===== src/rtl/core/rpn_pkg.sv =====
package rpn_pkg;

	localparam int unsigned DEPTH = 1024;
	localparam int unsigned AW = $clog2(DEPTH);
	localparam int unsigned CW = AW + 1;

	typedef enum logic [2:0] {
		FN_PUSH = 3'd0,
		FN_POP  = 3'd1,
		FN_ADD  = 3'd2,
		FN_SUB  = 3'd3,
		FN_MUL  = 3'd4,
		FN_DIV  = 3'd5,
		FN_PKT  = 3'd6,
		FN_PKB  = 3'd7
	} func_t;

	typedef enum logic [2:0] {
		ST_OK    = 3'd0,
		ST_EMPTY = 3'd1,
		ST_FEW   = 3'd2,
		ST_RANGE = 3'd3,
		ST_DIVZ  = 3'd4,
		ST_FULL  = 3'd5
	} status_t;

	typedef enum logic [2:0] {
		S_IDLE,
		S_RD2,
		S_EXEC,
		S_MUL,
		S_DIV,
		S_DONE
	} state_t;

	// divider control and status
	typedef struct packed {
		logic        start;
		logic [31:0] num;
		logic [31:0] den;
	} div_req_t;

	typedef struct packed {
		logic        done;
		logic [31:0] quot;
	} div_rsp_t;

endpackage


===== src/rtl/core/rpn_div.sv =====
// Floor division, one quotient bit a cycle on magnitudes
module rpn_div (
	input  logic             clk,
	input  logic             arst_n,
	input  rpn_pkg::div_req_t req,
	output rpn_pkg::div_rsp_t rsp
);

	logic [31:0] a_q;
	logic [31:0] b_q;
	logic [32:0] rem_q;
	logic [31:0] quo_q;
	logic [5:0]  cnt_q;
	logic        busy_q;
	logic        neg_q;
	logic        fin_q;
	logic [32:0] trial;
	logic [32:0] sub;
	logic [31:0] qmag;

	assign trial = {rem_q[31:0], a_q[31]};
	assign sub = trial - {1'b0, b_q};

	always_ff @(posedge clk or negedge arst_n) begin
		if (!arst_n) begin
			busy_q <= 1'b0;
			fin_q <= 1'b0;
			cnt_q <= '0;
		end else begin
			fin_q <= 1'b0;
			if (req.start) begin
				busy_q <= 1'b1;
				cnt_q <= 6'd32;
			end else if (busy_q) begin
				cnt_q <= cnt_q - 6'd1;
				if (cnt_q == 6'd1) begin
					busy_q <= 1'b0;
					fin_q <= 1'b1;
				end
			end
		end
	end

	always_ff @(posedge clk) begin
		if (req.start) begin
			a_q <= req.num[31] ? -req.num : req.num;
			b_q <= req.den[31] ? -req.den : req.den;
			neg_q <= req.num[31] ^ req.den[31];
			rem_q <= '0;
			quo_q <= '0;
		end else if (busy_q) begin
			a_q <= {a_q[30:0], 1'b0};
			if (!sub[32]) begin
				rem_q <= sub;
				quo_q <= {quo_q[30:0], 1'b1};
			end else begin
				rem_q <= trial;
				quo_q <= {quo_q[30:0], 1'b0};
			end
		end
	end

	// round toward minus infinity when signs differ and a remainder is left
	assign qmag = quo_q + {31'd0, (neg_q && rem_q != '0)};
	assign rsp.done = fin_q;
	assign rsp.quot = neg_q ? -qmag : quo_q;

endmodule


===== config.mk =====
export PLATFORM = sky130hd
export DESIGN_NAME = rpn_div
export DESIGN_NICKNAME = d
export VERILOG_FILES = /design/src/rtl/core/rpn_pkg.sv /design/src/rtl/core/rpn_div.sv
export SDC_FILE = /design/constraint.sdc
export NUM_CORES = 1
export LEC_CHECK = 0
export BUFFER_PORTS_ARGS = -buffer_cell sky130_fd_sc_hd__buf_2
export CORE_MARGIN = 10
export CORE_UTILIZATION = 47
export DETAILED_ROUTE_END_ITERATION = 8
export PLACE_DENSITY = 0.69
export RECOVER_POWER = 25
export SLEW_MARGIN = 10
export SYNTH_ARGS = -nofsm -noshare
export SYNTH_HDL_FRONTEND = slang
export SYNTH_SLANG_ARGS = --single-unit

===== constraint.sdc =====
create_clock -name clk -period 7.9 [get_ports clk]
set_input_delay 1.975 -clock clk [delete_from_list [all_inputs] [get_ports clk]]
set_output_delay 1.975 -clock clk [all_outputs]
set_load 0.005 [all_outputs]

==> results of run 1 <==
-- registers in the layout, indices dropped and copies added (netlist names) --
| signal | count |
|---|---|
| neg_q | 1 |
| cnt_q | 6 |
| fin_q | 1 |
| rem_q | 33 |
| a_q | 32 |
| busy_q | 1 |
| b_q | 32 |
| quo_q | 32 |
-- area by class of cell --
| cell class | count | share of cell area |
|---|---|---|
| multi-input cells | 966 | 0.550 |
| flip-flops and latches | 138 | 0.294 |
| clock buffers | 26 | 0.0480 |
| repair buffers | 104 | 0.0446 |
| well taps | 280 | 0.0298 |
| inverters | 92 | 0.0294 |
| clock inverters | 6 | 0.00394 |
-- kinds of logic (layout without fill, tap and decap cells) --
group / after synthesis / after routing / synth area share
AO/OA/AOI/OAI: 355 / 355 / 0.213
XOR/XNOR: 117 / 117 / 0.0974
multiplexers: 60 / 60 / 0.0581
AND/OR/NAND/NOR: 361 / 361 / 0.158
adder cells (fa/ha/maj): 73 / 73 / 0.0876
flip-flops: 138 / 138 / 0.328
buffers and inverters: 158 / 228 / 0.0567
-- placed cells by master, fill, tap and decap left out, drive strengths merged, types with 15 or more instances in the layout --
cell type / instances
buf: 99
o21ai: 72
xnor2: 73
nand3: 20
mux2i: 55
a21o: 31
o21bai: 17
nor2: 144
clkbuf: 31
a211oi: 16
nand2: 97
a21oi: 119
ha: 72
o31ai: 18
nand4: 16
nor4: 15
dfxtp: 65
inv: 91
edfxtp: 65
xor2: 44
-- stage by stage --
step / utilization / total power, W
after floorplan: - / 0.00243
after global placement: 0.510 / 0.00294
after detailed placement: 0.510 / 0.00296
after CTS: 0.537 / 0.00379
after global routing: 0.537 / 0.00407
final: 0.537 / 0.00377
-- worst max-delay path, delay by kind of cell, from the launching register on --
kind,cells,cell delay [ns]
AND/OR/NAND/NOR,5,1.78
AO/OA/AOI/OAI,6,1.14
adder cells (fa/ha/maj),3,0.53
flip-flops,1,0.33
buffers and inverters,2,0.18
XOR/XNOR,1,0.13
-- power by group through the flow --
stage,sequential [W],combinational [W],clock [W]
floorplan,0.000954,0.00147,0
global placement,0.000984,0.00196,0
detailed placement,0.000989,0.00197,0
CTS,0.000975,0.00199,0.000823
global route,0.000993,0.00223,0.000850
finish,0.000976,0.00198,0.000806
-- worst paths after layout --
check | endpoint | slack [ns]
max in group asynchronous | busy_q | 6.06
min in group asynchronous | cnt_q[0] | 1.48
worst min register to register | quo_q[0] | 0.50
worst min-delay path | quo_q[0] | 0.50
worst max register to register | rem_q[9] | 3.61
worst max-delay path | rsp[31] | 1.42
-- routing by layer --
layer / up-vias / global-route usage
met1: 4228 / 0.237
met3: 20 / 0.0331
met2: 226 / 0.280
met4: 0 / 0.0435
li1: 4634 / -
met5: - / 0
==> impl_metrics.py, run 1 <==
metrics = {
    "outcome": {
        "status": "complete, but fails checks",
        "violations": "max-capacitance violations, max-slew violations",
    },
    "grt": {
        "grt_antenna_before_repair": 0,
        "grt_pass1_vias": 8782,
        "grt_pass1_wl_mm": 42.5,
        "grt_start_max_net_pins": 82,
        "overflow": 0,
        "grt_usage": 0.175,
    },
    "synth": {
        "synth_top_area_frac": 0.186,
        "yosys-top-cells-count": "nor2_1, a21oi_1, nand2_1, inv_1, xnor2_1",
        "synth_top_cell_by_area": "edfxtp_1",
        "yosysMostFrequentCell": "nor2_1",
        "synth_area_leaders": "edfxtp_1, dfxtp_1, ha_1",
        "synth_area_mm2": 0.0105,
        "avgSynthCellArea_um2": 8.33,
        "synth_edf_count": 65,
        "yosysWarnings": 0,
        "ys_seq_area_frac": 0.328,
        "synth_cell_type_count": 69,
        "syn_inst": 1262,
        "ys.flop_type": "edfxtp_1",
        "synth_nets": 1402,
        "ys_ff_latch": 138,
        "synthArstFlopShare": 0.0580,
    },
    "die": {
        "die-area_mm2": 0.0288,
        "ios": 100,
        "start_util": 0.480,
        "die_y_um": 170,
        "core_mm2": 0.0219,
        "die_w_um": 170,
        "rows": 54,
    },
    "cells_and_area": {
        "final_area_mm2": 0.0118,
        "n_fill_cell": 2067,
        "final_cells": 1612,
        "areaGrowthSynthToFinish_pct": 11.8,
        "multi_input_area_mm2": 0.00647,
        "drive_gt1_frac": 0.115,
        "diodes": 0,
        "fin_nets": 1459,
        "seqCellArea_mm2": 0.00346,
    },
    "cts": {
        "cts_buffer_depth": 2,
        "post_cts_buffers": 0,
        "root_buffer": "clkbuf_16",
        "hold_buffers": 0,
        "path_clk_slew_ns": 0.06,
        "numCtsBuffers": 17,
        "cts_tree": "yes",
        "clock_sinks": 138,
        "post_cts_resized": 0,
        "htree_levels": 4,
        "insertion_delay_ns": 0.41,
    },
    "timing": {
        "rsz0062_at_grt": "no",
        "fin_ws_ns": 1.42,
        "fin_tns_setup_ns": 0,
        "clock.fmax_ghz": 0.154,
        "hold_viol": 0,
        "finClkSkew_ns": 0.0112,
        "maxSlewHeadroom": -0.424,
        "setup_viol": 0,
        "layout_min_cycle_time_ns": 6.48,
        "drv_slew": 91,
        "fin_crit_sh": 0.821,
        "hold_slack_ns": 0.499,
        "tightest_slew_ns": 2.14,
    },
    "placement": {
        "dp_cells": 1580,
        "dp_hpwl_mm": 19.1,
        "routabilityCongestion": 0.932,
        "io_buffer_count": 99,
        "post-place-ws_ns": 1.88,
        "placed_area_mm2": 0.0112,
    },
    "worst_hold_path": {
        "min_from": "quo_q[0]",
        "hold_path_class": "reg2reg",
        "hold_depth": 2,
    },
    "drt": {
        "wl_met2_mm": 11.6,
        "drc": 0,
        "ant_nets": 0,
        "met1_length_mm": 12.3,
        "wl_per_cell_um": 15.8,
        "drt-initial-drc-count": 713,
        "via_count": 9108,
        "wl_met3_mm": 1.24,
        "totalWireLength_mm": 25.5,
        "routed.top_layer": "met4",
        "viasPerCell": 5.65,
        "drt_pass1_iterations": 5,
    },
    "setup_path": {
        "path_class": "reg2out",
        "path_max_fanout": 4,
        "reg2reg_from": "a_q[31]",
        "cp_common_cell": "ha_1",
        "critPathCaptureType": "primary output",
        "crit_arrival_ns": 4.51,
        "crit_path_start": "rem_q[9]",
        "startpoint_type": "flip-flop",
        "slowest_stage": "or4_1",
        "cp_cell_sequence": "nor4_1 > nand4_1 > or4_1 > o21ai_0 > ha_1 > ha_1 > inv_1 > ha_1 > o21ba_2 > o21ai_0 > o21a_1 > a211o_1 > a41oi_1 > or4_1 > nand3_1 > xor2_1 > buf_2",
        "r2r_cells": 16,
        "worstPathRequired_ns": 5.93,
        "critPathMaxStageDelay_ns": 0.56,
    },
    "pwr": {
        "powerDensity_mw_per_mm2": 320,
        "p_int_w": 0.00225,
        "seq_power_share": 0.259,
        "clkPwrFrac": 0.214,
        "p_sw_frac": 0.402,
        "comb_power_share": 0.527,
        "p_leak_nw": 5.33,
        "ir_drop_mv": 0.138,
        "switchingPower_w": 0.00151,
    },
    "job": {
        "maxCapViolCount": 2,
    },
}
Note: power is estimated with default switching activity, not from simulation.
==> run 2, diff against run 1 <==
Settings changed: PLACE_DENSITY 0.69 to 0.71.
Clock period 7.9 ns to 5.5 ns, I/O delays scaled along.
==> impl_metrics.py, run 2 (synthesis results as in run 1) <==
metrics = {
    "placement": {
        "placed_area_mm2": 0.0112,
        "io_buffer_count": 99,
        "dp_hpwl_mm": 19.7,
        "routabilityCongestion": 0.962,
    },
    "setup_path": {
        "worstPathRequired_ns": 4.12,
        "reg2reg_from": "a_q[31]",
        "slowest_stage": "or4_4",
        "path_max_fanout": 3,
        "cp_cell_sequence": "or4_4 > or4_4 > o21ai_2 > ha_2 > ha_4 > inv_2 > ha_2 > o21ba_2 > o21ai_2 > o21a_1 > a211o_1 > a41oi_2 > or4_1 > nand3_2 > xor2_1 > buf_2",
        "startpoint_type": "flip-flop",
        "critPathMaxStageDelay_ns": 0.54,
        "critPathTopFamily": "simple AND/OR/NAND/NOR gates",
        "crit_path_start": "rem_q[21]",
        "crit_arrival_ns": 4.01,
        "critPathCaptureType": "primary output",
        "worst-path-buf-inv": 2,
        "path_class": "reg2out",
    },
    "drt": {
        "viasPerCell": 5.81,
        "totalWireLength_mm": 26.8,
        "wl_met3_mm": 1.50,
        "met1_length_mm": 12.4,
        "wl_per_cell_um": 16.5,
        "routed.top_layer": "met4",
        "wl_met2_mm": 12.3,
        "drt_pass1_iterations": 5,
        "ant_nets": 0,
        "via_count": 9447,
        "drc": 0,
        "drt-initial-drc-count": 795,
    },
    "die": {
        "die_w_um": 170,
        "rows": 54,
        "die-area_mm2": 0.0288,
        "ios": 100,
        "die_y_um": 170,
        "core_mm2": 0.0219,
        "start_util": 0.480,
    },
    "timing": {
        "finClkSkew_ns": 0.0130,
        "setup_viol": 0,
        "fin_tns_setup_ns": 0,
        "hold_viol": 0,
        "maxSlewHeadroom": -0.801,
        "rsz0062_at_grt": "yes",
        "hold_slack_ns": 0.480,
        "layout_min_cycle_time_ns": 5.38,
        "clock.fmax_ghz": 0.186,
        "drv_slew": 90,
        "fin_crit_sh": 0.978,
        "tightest_slew_ns": 2.70,
    },
    "cells_and_area": {
        "drive_gt1_frac": 0.138,
        "regMostFlops": "rem_q",
        "areaGrowthSynthToFinish_pct": 13.9,
        "layout_commonest_cell": "nor2_1",
        "multi_input_area_mm2": 0.00656,
        "n_fill_cell": 2036,
        "largest_reg_flops": 33,
        "diodes": 0,
        "fin_nets": 1472,
        "final_area_mm2": 0.0120,
        "seqCellArea_mm2": 0.00346,
        "mostFrequentLayoutCells": "nor2_1, a21oi_1, nand2_1",
    },
    "cts": {
        "cts_buffer_depth": 2,
        "path_clk_slew_ns": 0.06,
        "clock_sinks": 138,
        "htree_levels": 4,
        "cts_tree": "yes",
        "root_buffer": "clkbuf_16",
        "hold_buffers": 0,
        "insertion_delay_ns": 0.42,
        "numCtsBuffers": 17,
    },
    "job": {
        "maxCapViolCount": 2,
    },
    "worst_hold_path": {
        "min_from": "quo_q[0]",
        "hold_path_class": "reg2reg",
    },
    "pwr": {
        "p_int_w": 0.00352,
        "power.total_w": 0.00582,
        "powerDensity_mw_per_mm2": 486,
        "p_leak_nw": 5.43,
        "seq_power_share": 0.244,
        "switchingPower_w": 0.00230,
        "ir_drop_mv": 0.200,
        "comb_power_share": 0.546,
        "clkPwrFrac": 0.211,
        "p_sw_frac": 0.396,
    },
    "outcome": {
        "violations": "max-capacitance violations, max-slew violations",
        "status": "complete, but fails checks",
    },
    "grt": {
        "overflow": 0,
        "grt_antenna_before_repair": 0,
        "grt_pass1_vias": 9012,
        "grt_pass1_wl_mm": 44.0,
        "grt_usage": 0.182,
        "grt_start_max_net_pins": 57,
    },
}
-- run 2: changes by cell type in the layout (fill, tap and decap cells not counted), moves of 3 or more --
| cell | before | now |
|---|---|---|
| dfxtp_1 | 65 | 62 |
| o21ai_0 | 72 | 67 |
| o21ai_2 | 0 | 3 |
| ha_1 | 72 | 69 |
| buf_4 | 4 | 17 |
| bufinv_16 | 0 | 3 |
| nor4_1 | 15 | 12 |
-- run 2: worst paths after layout --
path	to	cells past startpoint	slack [ns]
min reg2reg	quo_q[0]	2	0.48
max	rsp[31]	16	0.12
max reg2reg	rem_q[31]	17	0.85
max in group asynchronous	busy_q	1	4.29
min	quo_q[0]	2	0.48
min in group asynchronous	cnt_q[4]	1	0.87
-- run 2: worst min-delay path: cells and delay by family (launching register included) --
family,cells,cell delay (ns)
compound gates,1,0.05
flops,1,0.32
simple gates,1,0.06
-- run 2: layout make-up --
cell class	count	share of cell area
multi-input combinational	966	0.548
sequential	138	0.289
timing repair buffer	117	0.0519
clock buffer	22	0.0415
tap	280	0.0293
inverter	92	0.0288
clock inverter	10	0.0114
-- run 2: power groups by stage --
stage | Sequential (W) | Clock (W) | Combinational, W
4_1_cts | 0.00141 | 0.00125 | 0.00302
6_report | 0.00142 | 0.00122 | 0.00317
3_3_place_gp | 0.00141 | 0 | 0.00286
2_1_floorplan | 0.00137 | 0 | 0.00211
5_1_grt | 0.00144 | 0.00130 | 0.00349
3_5_place_dp | 0.00142 | 0 | 0.00289
-- run 2: per-stage QoR --
stage	utilization	instances	setup WS (ns)
6_report	0.547	1625	0.119
5_1_grt	0.547	1625	-0.0592
4_1_cts	0.543	1619	0.0154
3_5_place_dp	0.511	1585	0.117
3_3_place_gp	0.511	1585	0.149
2_1_floorplan	-	1262	0.666
-- run 2: timing repair --
item,4_1_cts,5_1_grt
buffers inserted,2,6
pin swaps,9,7
gates resized for setup,14,14
setup endpoints to repair,12,13
-- run 2: per-layer routing --
layer | global-route usage | vias to the layer above
li1 | - | 4666
met1 | 0.241 | 4434
met2 | 0.290 | 303
met3 | 0.0380 | 44
met4 | 0.0578 | 0
met5 | 0 | -
